File: src/hgfc_pkg.sv
// Shared constants, codes and types of the heightmap gap fill block.
`timescale 1ns / 1ps

package hgfc_pkg;

   // Map geometry and line stores.
   localparam int MAX_MAP_SIZE = 256;
   localparam int ADDR_W       = $clog2(MAX_MAP_SIZE);
   localparam int ROW_W        = $clog2(MAX_MAP_SIZE + 1);

   // Field widths.
   localparam int HEIGHT_W  = 8;
   localparam int CELL_W    = 8;
   localparam int SECT_W    = 14;
   localparam int MAP_W     = 9;
   localparam int CUBE_W    = 7;
   localparam int SEC_LEN_W = 15;
   localparam int LIMIT_W   = HEIGHT_W + 1;

   // Configuration port.
   localparam int CSR_IDX_W  = 2;
   localparam int CSR_DATA_W = 15;
   localparam logic [CSR_IDX_W-1:0] CSR_MAP_SIZE    = 2'd0;
   localparam logic [CSR_IDX_W-1:0] CSR_CUBE_LENGTH = 2'd1;
   localparam logic [CSR_IDX_W-1:0] CSR_SEC_LENGTH  = 2'd2;

   // Register reset values and clamps.
   localparam logic [MAP_W-1:0]     MAP_SIZE_RESET = MAP_W'(256);
   localparam logic [CUBE_W-1:0]    CUBE_RESET     = CUBE_W'(4);
   localparam logic [SEC_LEN_W-1:0] SEC_LEN_RESET  = SEC_LEN_W'(64);
   localparam logic [MAP_W-1:0]     MAP_MIN        = MAP_W'(2);
   localparam logic [MAP_W-1:0]     MAP_MAX        = MAP_W'(MAX_MAP_SIZE);
   localparam logic [CUBE_W-1:0]    CUBE_MIN       = CUBE_W'(4);
   localparam logic [CUBE_W-1:0]    CUBE_MAX       = CUBE_W'(64);

   // Input selector codes.
   localparam logic FUNC_SAMPLE = 1'b0;
   localparam logic FUNC_FLUSH  = 1'b1;

   // Stream payload widths.
   localparam int REQ_DATA_W = 8;
   localparam int REQ_USER_W = 1;
   localparam int RSP_DATA_W = 64;
   localparam int RSP_USED_W = 4 * CELL_W + 2 * SECT_W;

   // Section divider: two quotient bits per cycle.
   localparam int DIV_W     = 16;
   localparam int DIV_STEPS = DIV_W / 2;
   localparam int DIV_CNT_W = $clog2(DIV_STEPS);

   typedef enum logic [2:0] {
      ST_IDLE,
      ST_DECIDE,
      ST_WRITE,
      ST_READ_A,
      ST_READ_B,
      ST_CALC,
      ST_WAIT_DIV,
      ST_EMIT
   } state_type;

   typedef struct packed {
      logic accept;      // latch the incoming item
      logic capture;     // latch cell coordinates and edge flags
      logic store_wr;    // write the sample into the older line store
      logic advance;     // step column, row and bank counters
      logic read_near;   // read the cell and its south neighbor, start dividers
      logic read_north;  // capture near reads, read the north neighbor
      logic calc;        // form the fill limit and the running height
      logic emit;        // load one fill cube into the output register
   } cmd_type;

   typedef struct packed {
      logic is_sample;   // latched item is a height sample
      logic row_full;    // all rows of the map have arrived
      logic row_zero;    // no row has arrived yet
      logic div_done;    // section indices are ready
      logic more;        // running height still above the limit
      logic out_free;    // output register can take a cube this cycle
   } stat_type;

endpackage

File: src/hgfc_ctrl.sv
// Controller state machine that sequences one item through the datapath.
`timescale 1ns / 1ps

module hgfc_ctrl (
   input  logic               clock,
   input  logic               reset,
   input  logic               req_tvalid,
   output logic               req_tready,
   input  hgfc_pkg::stat_type  stat,
   output hgfc_pkg::cmd_type   cmd
);
   import hgfc_pkg::*;

   state_type state_ff, state_in;

   always_comb begin
      state_in = state_ff;
      case (state_ff)
         ST_IDLE: begin
            if (req_tvalid) begin
               state_in = ST_DECIDE;
            end
         end
         ST_DECIDE: begin
            if (stat.is_sample) begin
               if (stat.row_full) begin
                  state_in = ST_IDLE;
               end else if (stat.row_zero) begin
                  state_in = ST_WRITE;
               end else begin
                  state_in = ST_READ_A;
               end
            end else begin
               state_in = stat.row_full ? ST_READ_A : ST_IDLE;
            end
         end
         ST_WRITE:  state_in = ST_IDLE;
         ST_READ_A: state_in = ST_READ_B;
         ST_READ_B: state_in = ST_CALC;
         ST_CALC:   state_in = ST_WAIT_DIV;
         ST_WAIT_DIV: begin
            if (stat.div_done) begin
               state_in = ST_EMIT;
            end
         end
         ST_EMIT: begin
            if (!stat.more) begin
               state_in = ST_IDLE;
            end
         end
         default: state_in = ST_IDLE;
      endcase
   end

   always_comb begin
      cmd        = '0;
      req_tready = 1'b0;
      case (state_ff)
         ST_IDLE: begin
            req_tready = 1'b1;
            cmd.accept = req_tvalid;
         end
         ST_DECIDE: cmd.capture = 1'b1;
         ST_WRITE: begin
            cmd.store_wr = 1'b1;
            cmd.advance  = 1'b1;
         end
         ST_READ_A: cmd.read_near  = 1'b1;
         ST_READ_B: cmd.read_north = 1'b1;
         ST_CALC: begin
            cmd.calc     = 1'b1;
            cmd.advance  = 1'b1;
            cmd.store_wr = stat.is_sample;
         end
         ST_WAIT_DIV: ;
         ST_EMIT: cmd.emit = stat.more & stat.out_free;
         default: ;
      endcase
   end

   always_ff @(posedge clock) begin
      if (reset) begin
         state_ff <= ST_IDLE;
      end else begin
         state_ff <= state_in;
      end
   end

endmodule

File: config.mk
export PLATFORM = sky130hd
export DESIGN_NAME = hgfc_ctrl
export DESIGN_NICKNAME = d
export VERILOG_FILES = /design/src/hgfc_pkg.sv /design/src/hgfc_ctrl.sv
export SDC_FILE = /design/constraint.sdc
export NUM_CORES = 1
export LEC_CHECK = 0
export ABC_AREA = 1
export BUFFER_PORTS_ARGS = -buffer_cell sky130_fd_sc_hd__buf_2
export CAP_MARGIN = 20
export CORE_AREA = 3 3 40 42
export DETAILED_ROUTE_END_ITERATION = 16
export DIE_AREA = 0 0 43 45
export PLACE_DENSITY = 0.48
export SLEW_MARGIN = 20
export SYNTH_ARGS = -nofsm -noshare
export SYNTH_HDL_FRONTEND = slang
export SYNTH_SLANG_ARGS = --single-unit
File: constraint.sdc
create_clock -name clock -period 1.4 [get_ports clock]
set_clock_uncertainty 0.2 [all_clocks]
set_input_delay 0.28 -clock clock [delete_from_list [all_inputs] [get_ports clock]]
set_output_delay 0.28 -clock clock [all_outputs]
set_load 0.1 [all_outputs]
## After elaboration in Yosys (flattened, before gate mapping)

Cells that the tools add are included.

- Flip-flop bits (word level): 3
- Input bits: 9
- Logic and storage cells: 30
- Output and inout port bits: 9

- Reductions and logical operators: 2
- Equal/unequal tests: 10
- Mux-type cells: 16
- Bitwise gates (word level): 1

Operators by type and width:

| cell | number |
|---|---|
| 3-bit case mux with 8 select lines | 1 |
| 3-bit == test (second input constant) | 4 |
| 3-bit two-way mux | 4 |
| 1-bit two-way mux | 8 |
| 3-bit by 2-bit == test with 1-bit output (second input constant) | 2 |
| 2-bit inequality test (second input constant) | 3 |
| 2-bit two-way mux | 2 |
| 2-bit case mux with 2 select lines | 1 |
| 3-bit by 1-bit == test with 1-bit output (second input constant) | 1 |
| 3-bit zero test | 1 |
| 3-bit AND reduction | 1 |
| 1-bit AND | 1 |

## Longest topological paths before layout

Gate-level depths: netlist of run 1.

- Depth after elaboration: 4
- Gate-level depth with buffers: 7
- Gate-level depth less buffers: 7

## Least setup slack after synthesis of run 1

No wires, ideal clock.

- Kind: reg-to-output
- Start: register state_ff[2]
- End: output cmd[5] (netlist name)
- Path buffers: 1
- Arrival time: 2.675 ns
- Cell stages (with the launch flop): 4
- Setup slack: -1.755 ns
- Path through: dfxtp_1 buf_6 nand3_1 o21ai_0

RTL lines:

| what | RTL line | text |
|---|---|---|
| start, declared | hgfc_ctrl.sv:14 | `state_type state_ff, state_in;` |
| start signal, assigned | hgfc_ctrl.sv:85 | `state_ff <= state_in;` |
| end, declared | hgfc_ctrl.sv:10 | `output hgfc_pkg::cmd_type cmd` |

==> metrics, run 1 <==
worst-path cell chain nand3_2 -> buf_6 -> o21ai_4 -> buf_12; htree depth 1; CTS tree built; Max-Slew Margin vs Limit 0.8616; Worst Setup Path Type register to output pin; R2R Setup Slk approximately 10 ps; failing checks setup timing; Mapped Cells 53; CP Launch Type register; mean area per synthesized cell between 5 and 6 sq um; DR vias 414; Detailed Place HPWL 750.1 um; Post-DP Area approximately 660 sq um; VDD IR max between 600 and 700 uV; Top Registers state_ff: 3 flops; I/O pin count 18; Mapped Area roughly 290 sq um; first-pass GRT wire length 1504 um; drt pass-1 iters 4; GRT overflow 0; register area share after synthesis 0.2060; # rows 13; FF-to-FF Start state_ff[1]; GRT Util Overall 0.1015; Final Instance Area around 730 sq um; later-pin clock latency in the skew report about 240 ps; crit path DAT between 1000 and 1500 ps; Placer Congestion roughly 0.76; DRC Markers 0; Hold Startpoint reset; DR WL/cell 9.186 um; total CTS buffers 3; largest register by flop count state_ff; Synth area leaders dfxtp_1 21%, nand2_1 15%, inv_1 13%; leak pwr ~0.34 nW; die area 1935 sq um; final slew viol count 0; Worst EP required between 900 and 1000 ps; max incr delay on CP ~390 ps; yosys warns 0; initial antenna violation count 0; layout cells sized above 1 0.6463; Setup TNS -1807 ps; port bufs 17; Yosys top cell area share 0.2060; clock sink count 3; nets a little over 90; Initial Util 0.2269; Max Buffers Root-to-Sink 2; RSZ-0062 raised after global routing yes; antenna-violating nets left 0; Max Cap Viol 0; Yosys cell types 16; CP Capture Type output pin; CP max FO 6; status finished, violations left; clock root buffer clkbuf_4; DR vias/cell about 4.3; Final Critical Period between 1500 and 2000 ps; Worst Hold End state_ff[2]; Die Wd 43 um; crit path max-delay cell type dfxtp_4; hold depth 2; Pwr per Cell Area 1199 nW/um^2; vias in the first global route roughly 380; Yosys reg bits 3; final setup fails 9; endpoints failing hold 0; FF+latch area approximately 70 sq um; worst slew pin tran 207.0 ps; footprint of the multi-input gates ~270 sq um; Hold Crit Class input port to register; Layout area overhead 151.9%; RR Endpoint state_ff[0]; Filler cells between 100 and 150; CTS clk-pin slew, worst paths roughly 40 ps; Tcrit/Tclk final 1.189; Die H about 45 um; Initial DRC Count 8; Total Wirelength slightly below 900 um; total core area around 1300 sq um; max FFs per register 3; largest net degree at the start of global routing 7; Syn Nets a little over 60; R2R cell count 7; setup ws final -264.2 ps; Synth area leader dfxtp_1; diode count 0; Fmax roughly 0.6 GHz
[area by class of cell]
type,instances,area share
multi-input combinational,38,0.3714
clock buffer,4,0.03578
sequential,3,0.09710
inverter,11,0.06814
timing repair buffer,26,0.4020
tap,15,0.02555
[report_power, final]
group	total [W]	switching [W]	internal, W	leakage (nW)
clock	0.000156	0.0000487	0.000107	0.0150
sequential	0.000129	0.0000283	0.000100	0.0267
combinational	0.000596	0.000373	0.000223	0.299
[worst max path at each step]
stage	startpoint	to	cells past startpoint
global placement	state_ff[1]	cmd[7]	4
detailed placement	state_ff[1]	cmd[7]	4
finish	state_ff[0]	cmd[5]	4
floorplan	state_ff[0]	state_ff[0]	6
CTS	state_ff[1]	cmd[6]	3
global route	state_ff[0]	cmd[5]	4
[synthesized netlist by cell type, drive strengths merged]
cell,number
buf,1
o21ai,3
inv,11
dfxtp,3
nand2,12
nand4,1
nand3,5
xor2,1
nor3,2
a21oi,3
nor2,11
[layer usage]
metal  vias to the layer above  wire length [um]  global-route usage
li1                        219                 -                   -
met1                       182               389              0.1298
met2                        13               449              0.1587
met3                         0                53             0.03586
met4                         0                 0             0.03614
met5                         -                 0                   0
[cells in the final DEF (no fill, tap or decap), types with 2 or more instances in the layout]
| master | n |
|---|---|
| inv_1 | 6 |
| buf_6 | 2 |
| nand3_2 | 4 |
| nor2_4 | 5 |
| clkbuf_4 | 3 |
| nor2_1 | 4 |
| inv_4 | 2 |
| a21oi_1 | 3 |
| buf_4 | 7 |
| buf_2 | 8 |
| inv_2 | 2 |
| nor2_2 | 2 |
| dfxtp_4 | 3 |
| buf_12 | 9 |
| nand2_1 | 10 |
| nor3_4 | 2 |
[worst max-delay path: cells and delay by family, from the launching register on]
| family | cells | cell delay (ps) |
|---|---|---|
| AOI/OAI and AO/OA | 1 | 140 |
| buffers and inverters | 2 | 330 |
| and+or+nand+nor | 1 | 90 |
| DFF | 1 | 390 |
[what timing repair did]
item,CTS,global route
pin swaps,5,8
endpoints found under the setup margin,9,12
setup buffers,2,1
resized for setup,7,5
hold buffers,0,0
[logic make-up (layout without fill, tap and decap cells)]
group | Yosys count | in the layout | share of synthesized area
flops | 3 | 3 | 0.2060
compound gates | 6 | 6 | 0.1030
buf+inv | 12 | 41 | 0.1803
simple gates | 31 | 31 | 0.4807
xor+xnor | 1 | 1 | 0.03005
[stage by stage]
step	std cells	util	hold slack, ps	worst slack [ps]	power, W
5_1_grt	97	0.5716	5.298	-317.0	0.0009179
2_1_floorplan	53	-	152.4	-454.9	0.0005071
6_report	97	0.5716	13.87	-264.2	0.0008808
4_1_cts	97	0.5599	11.11	-277.2	0.0008670
3_3_place_gp	91	0.5131	265.4	-35.82	0.0007045
3_5_place_dp	91	0.5131	266.1	-41.06	0.0007057
Note: power is estimated with default switching activity, not from simulation.
==> run 2: changes to the inputs <==
--- a/config.mk
+++ b/config.mk
@@ -11,6 +11,8 @@
 export CORE_AREA = 3 3 40 42
 export DETAILED_ROUTE_END_ITERATION = 16
 export DIE_AREA = 0 0 43 45
+export GPL_TIMING_DRIVEN = 0
+export HOLD_SLACK_MARGIN = 0.05
 export PLACE_DENSITY = 0.48
 export SLEW_MARGIN = 20
 export SYNTH_ARGS = -nofsm -noshare
==> metrics, run 2 (synthesized netlist as in run 1, its figures left out) <==
status finished, violations left; failing checks setup timing; clock root buffer clkbuf_4; max incr delay on CP about 370 ps; DR vias 453; most common cell after layout, fill and taps aside buf_4; Die H 45 um; initial antenna violation count 0; beginning of the critical path state_ff[1]; Worst Setup Path Type register to output pin; most frequent cells in the layout 10 x buf_4, 9 x nand2_1, 9 x buf_12; CP Capture Type output pin; Hold Startpoint stat[2]; largest register by flop count state_ff; # rows 13; Layout area overhead 181.5%; Placer Congestion 0.6816; worst slew pin tran between 200 and 250 ps; Fmax roughly 0.60 GHz; Total Wirelength 1077 um; port bufs 17; CTS clk-pin slew, worst paths approximately 40 ps; total core area between 1000 and 1500 sq um; largest net degree at the start of global routing 8; worst-path cell chain buf_4 -> nor3_4 -> buf_12; DRC Markers 0; nets 97; Final Critical Period ~1700 ps; first-pass GRT wire length approximately 1700 um; Detailed Place HPWL 656.4 um; endpoints failing hold 0; total CTS buffers 3; VDD IR max about 620 uV; final setup fails 10; Tcrit/Tclk final 1.187; I/O pin count 18; GRT overflow 0; layout cells sized above 1 0.6782; Initial DRC Count 2; Post-Route Utilization 0.6388; final cell count without fillers roughly 100; DR vias/cell between 4 and 5; final slew viol count 0; Die Wd approximately 43 um; CTS tree built; crit path max-delay cell type dfxtp_4; leak pwr 0.3797 nW; Max Cap Viol 0; setup ws final -262.2 ps; Worst EP required a little over 900 ps; htree depth 1; die area just under 2000 sq um; later-pin clock latency in the skew report about 230 ps; antenna-violating nets left 0; Initial Util 0.2269; Pwr per Cell Area around 1100 nW/um^2; CP max FO 6; crit path buf inv count 2; vias in the first global route 403; Max Buffers Root-to-Sink 2; WHS roughly 160 ps; Max-Slew Margin vs Limit 0.8625; max FFs per register 3; Top Registers state_ff: 3 flops; diode count 0; RSZ-0062 raised after global routing yes; clock sink count 3; worst slack, placed -475.0 ps; Hold Crit Class input port to register; GRT Util Overall 0.1165; CP delay by family, top flip-flops; Setup TNS -2001 ps; Placed Cells 85; DR WL/cell approximately 11 um; CP Launch Type register; crit path DAT between 1000 and 1500 ps; FF-to-FF Start state_ff[1]; drt pass-1 iters 3
[run 2: changes by cell type in the layout (fill, tap and decap cells not counted), sizes merged]
| cell | change |
|---|---|
| buf | +4 |
| clkinvlp | +1 |
| dlygate4sd3 | +1 |
| inv | -1 |
[run 2: path summary, 6_finish.rpt]
kind / to / slack (ps) / depth (start not counted)
worst max-delay path: cmd[6] / -260 / 3
worst min-delay path: state_ff[1] / 160 / 4
worst min register to register: state_ff[0] / 390 / 2
worst max register to register: state_ff[0] / -20 / 7
[run 2: layout make-up]
class	count	area, sq um
Fill cell	105	464.2
Clock buffer	4	26.28
Multi-Input combinational cell	38	309.0
Inverter	11	56.30
Sequential cell	3	71.32
Tap cell	15	18.77
Timing Repair Buffer	31	339.1
[run 2: tightest hold or removal path, stage by stage]
cell     delay (ps)
buf_2            90
nor2_2           50
nor2_4           70
a21oi_1          60
[run 2: where the power goes]
group / switching (W) / total (W) / internal (W)
Clock: 0.0000440 / 0.000151 / 0.000107
Sequential: 0.0000370 / 0.000138 / 0.000101
Combinational: 0.000398 / 0.000649 / 0.000251
Total: 0.000479 / 0.000937 / 0.000459
[run 2: metal layers]
| layer | routed length [um] | share of wire | global-route usage | up-vias |
|---|---|---|---|---|
| li1 | - | - | - | 231 |
| met1 | 467 | 0.43 | 0.1514 | 211 |
| met2 | 563 | 0.52 | 0.1946 | 11 |
| met3 | 46 | 0.043 | 0.03586 | 0 |
| met4 | 0 | 0 | 0.01807 | 0 |
| met5 | 0 | 0 | 0 | - |
[run 2: repair_timing]
item / CTS / global route
pin swaps: 6 / 11
endpoints found under the setup margin: 9 / 12
hold buffers: 1 / 0
buffers inserted: 8 / 6
hold endpoints to repair: 1 / 0
gates resized for setup: 46 / 11
[run 2: through the flow]
stage / total power (W) / cell area, sq um
after floorplan: 0.0005071 / 379.1
after global placement: 0.0005665 / 483.0
after detailed placement: 0.0005671 / 483.0
after CTS: 0.0008852 / 753.2
after global routing: 0.0009908 / 820.8
final: 0.0009373 / 820.8
==> run 3: changes to the inputs <==
--- a/config.mk
+++ b/config.mk
@@ -8,12 +8,14 @@
 export ABC_AREA = 1
 export BUFFER_PORTS_ARGS = -buffer_cell sky130_fd_sc_hd__buf_2
 export CAP_MARGIN = 20
+export CELL_PAD_IN_SITES_DETAIL_PLACEMENT = 0
+export CELL_PAD_IN_SITES_GLOBAL_PLACEMENT = 1
 export CORE_AREA = 3 3 40 42
 export DETAILED_ROUTE_END_ITERATION = 16
 export DIE_AREA = 0 0 43 45
 export GPL_TIMING_DRIVEN = 0
 export HOLD_SLACK_MARGIN = 0.05
-export PLACE_DENSITY = 0.48
+export PLACE_DENSITY = 0.7
 export SLEW_MARGIN = 20
 export SYNTH_ARGS = -nofsm -noshare
 export SYNTH_HDL_FRONTEND = slang
==> metrics, run 3 (synthesized netlist as in run 1, its figures left out) <==
Initial Util 0.2269; # rows 13; worst slew pin tran between 200 and 250 ps; Die H around 45 um; htree depth 1; Fmax roughly 0.6 GHz; crit path max-delay cell type dfxtp_2; total CTS buffers 3; I/O pin count 18; Tcrit/Tclk final 1.225; status finished, violations left; initial antenna violation count 0; final slew viol count 0; Pwr per Cell Area 1160 nW/um^2; Worst Setup Path Type register to output pin; DRC Markers 0; max FFs per register 3; first-pass GRT wire length about 1900 um; nets 95; antenna-violating nets left 0; hold depth 4; vias in the first global route between 400 and 500; Worst path depth 4; DR WL/cell around 12 um; worst slack, placed -476.2 ps; final cell count without fillers 100; footprint of the multi-input gates about 300 sq um; CP max FO 7; Filler cells ~110; most frequent cells in the layout 9 x nand2_1, 9 x buf_12, 8 x buf_2; CP Launch Type register; setup ws final -314.9 ps; Worst EP required 920 ps; DR vias/cell 4.420; Die Wd 43 um; Placed Cells 85; R2R cell count 6; Post-Route Utilization 0.6183; worst-path cell chain buf_8 -> buf_4 -> nor3_4 -> buf_12; crit path buf inv count 3; Total Wirelength between 1000 and 1500 um; Placer Congestion about 0.76; die area 1935 sq um; crit path DAT about 1200 ps; CP Capture Type output pin; CTS tree built; Max-Slew Margin vs Limit 0.8405; drt pass-1 iters 3; RSZ-0062 raised after global routing yes; layout cells sized above 1 0.6471; GRT overflow 0; largest register by flop count state_ff; Hold Crit Class input port to register; VDD IR max approximately 530 uV; Initial DRC Count 8; endpoints failing hold 0; GRT Util Overall 0.1341; total core area around 1300 sq um; max incr delay on CP roughly 320 ps; Max Buffers Root-to-Sink 2; Max Cap Viol 0; Final Critical Period 1715 ps; FF+latch area about 70 sq um; clock root buffer clkbuf_4; failing checks setup timing; leak pwr roughly 0.36 nW; port bufs 17; CP delay by family, top buffers and inverters; final setup fails 12; largest net degree at the start of global routing 8; DR vias roughly 440; Layout area overhead 172.5%; clock sink count 3; later-pin clock latency in the skew report 240 ps; CTS clk-pin slew, worst paths approximately 40 ps; diode count 0; Top Registers state_ff: 3 flops; Detailed Place HPWL between 700 and 800 um
[run 3: where the power goes]
group	internal (W)	switching (W)	leakage, nW
Clock	0.000107	0.0000539	0.0150
Sequential	0.000102	0.0000348	0.0264
Combinational	0.000233	0.000391	0.319
[run 3: what timing repair did]
action / CTS / global route
hold endpoints to repair: 1 / 0
hold buffers: 1 / 0
setup endpoints to repair: 9 / 12
pin swaps: 4 / 5
gates resized for setup: 48 / 5
setup buffers: 7 / 3
[run 3: final cells by class]
cell class                      count  area share
Tap cell                           15     0.02362
Buffer                              1     0.01890
Multi-Input combinational cell     38      0.3685
Clock buffer                        4     0.03307
Sequential cell                     3     0.08661
Inverter                           11     0.07087
Timing Repair Buffer               28      0.3984
[run 3: worst paths after layout]
kind / slack, ps / startpoint / end
worst max-delay path: -310 / state_ff[2] / cmd[6]
worst min-delay path: 170 / stat[2] / state_ff[1]
worst max register to register: -30 / state_ff[2] / state_ff[2]
worst min register to register: 400 / state_ff[0] / state_ff[0]
[run 3: routing by layer]
metal | vias up | share of wire | GRT usage
li1 | 225 | - | -
met1 | 207 | 0.38 | 0.1639
met2 | 10 | 0.58 | 0.2365
met3 | 0 | 0.046 | 0.03187
met4 | 0 | 0 | 0.03614
met5 | - | 0 | 0
[run 3: through the flow]
step	power [W]	TNS (ps)	hold WS, ps	cell area (sq um)
2_1_floorplan	0.0005071	-3069	152.4	379.1
3_3_place_gp	0.0005664	-2544	260.8	483.0
3_5_place_dp	0.0005691	-2572	258.3	483.0
4_1_cts	0.0008805	-2490	212.6	749.5
5_1_grt	0.0009608	-3002	203.8	794.5
6_report	0.0009214	-2431	167.9	794.5
[run 3: worst min-delay path, cell delays in order]
cell and delay [ps]:
buf_2 90, nor2_1 40, nor2_2 90, a21oi_1 70
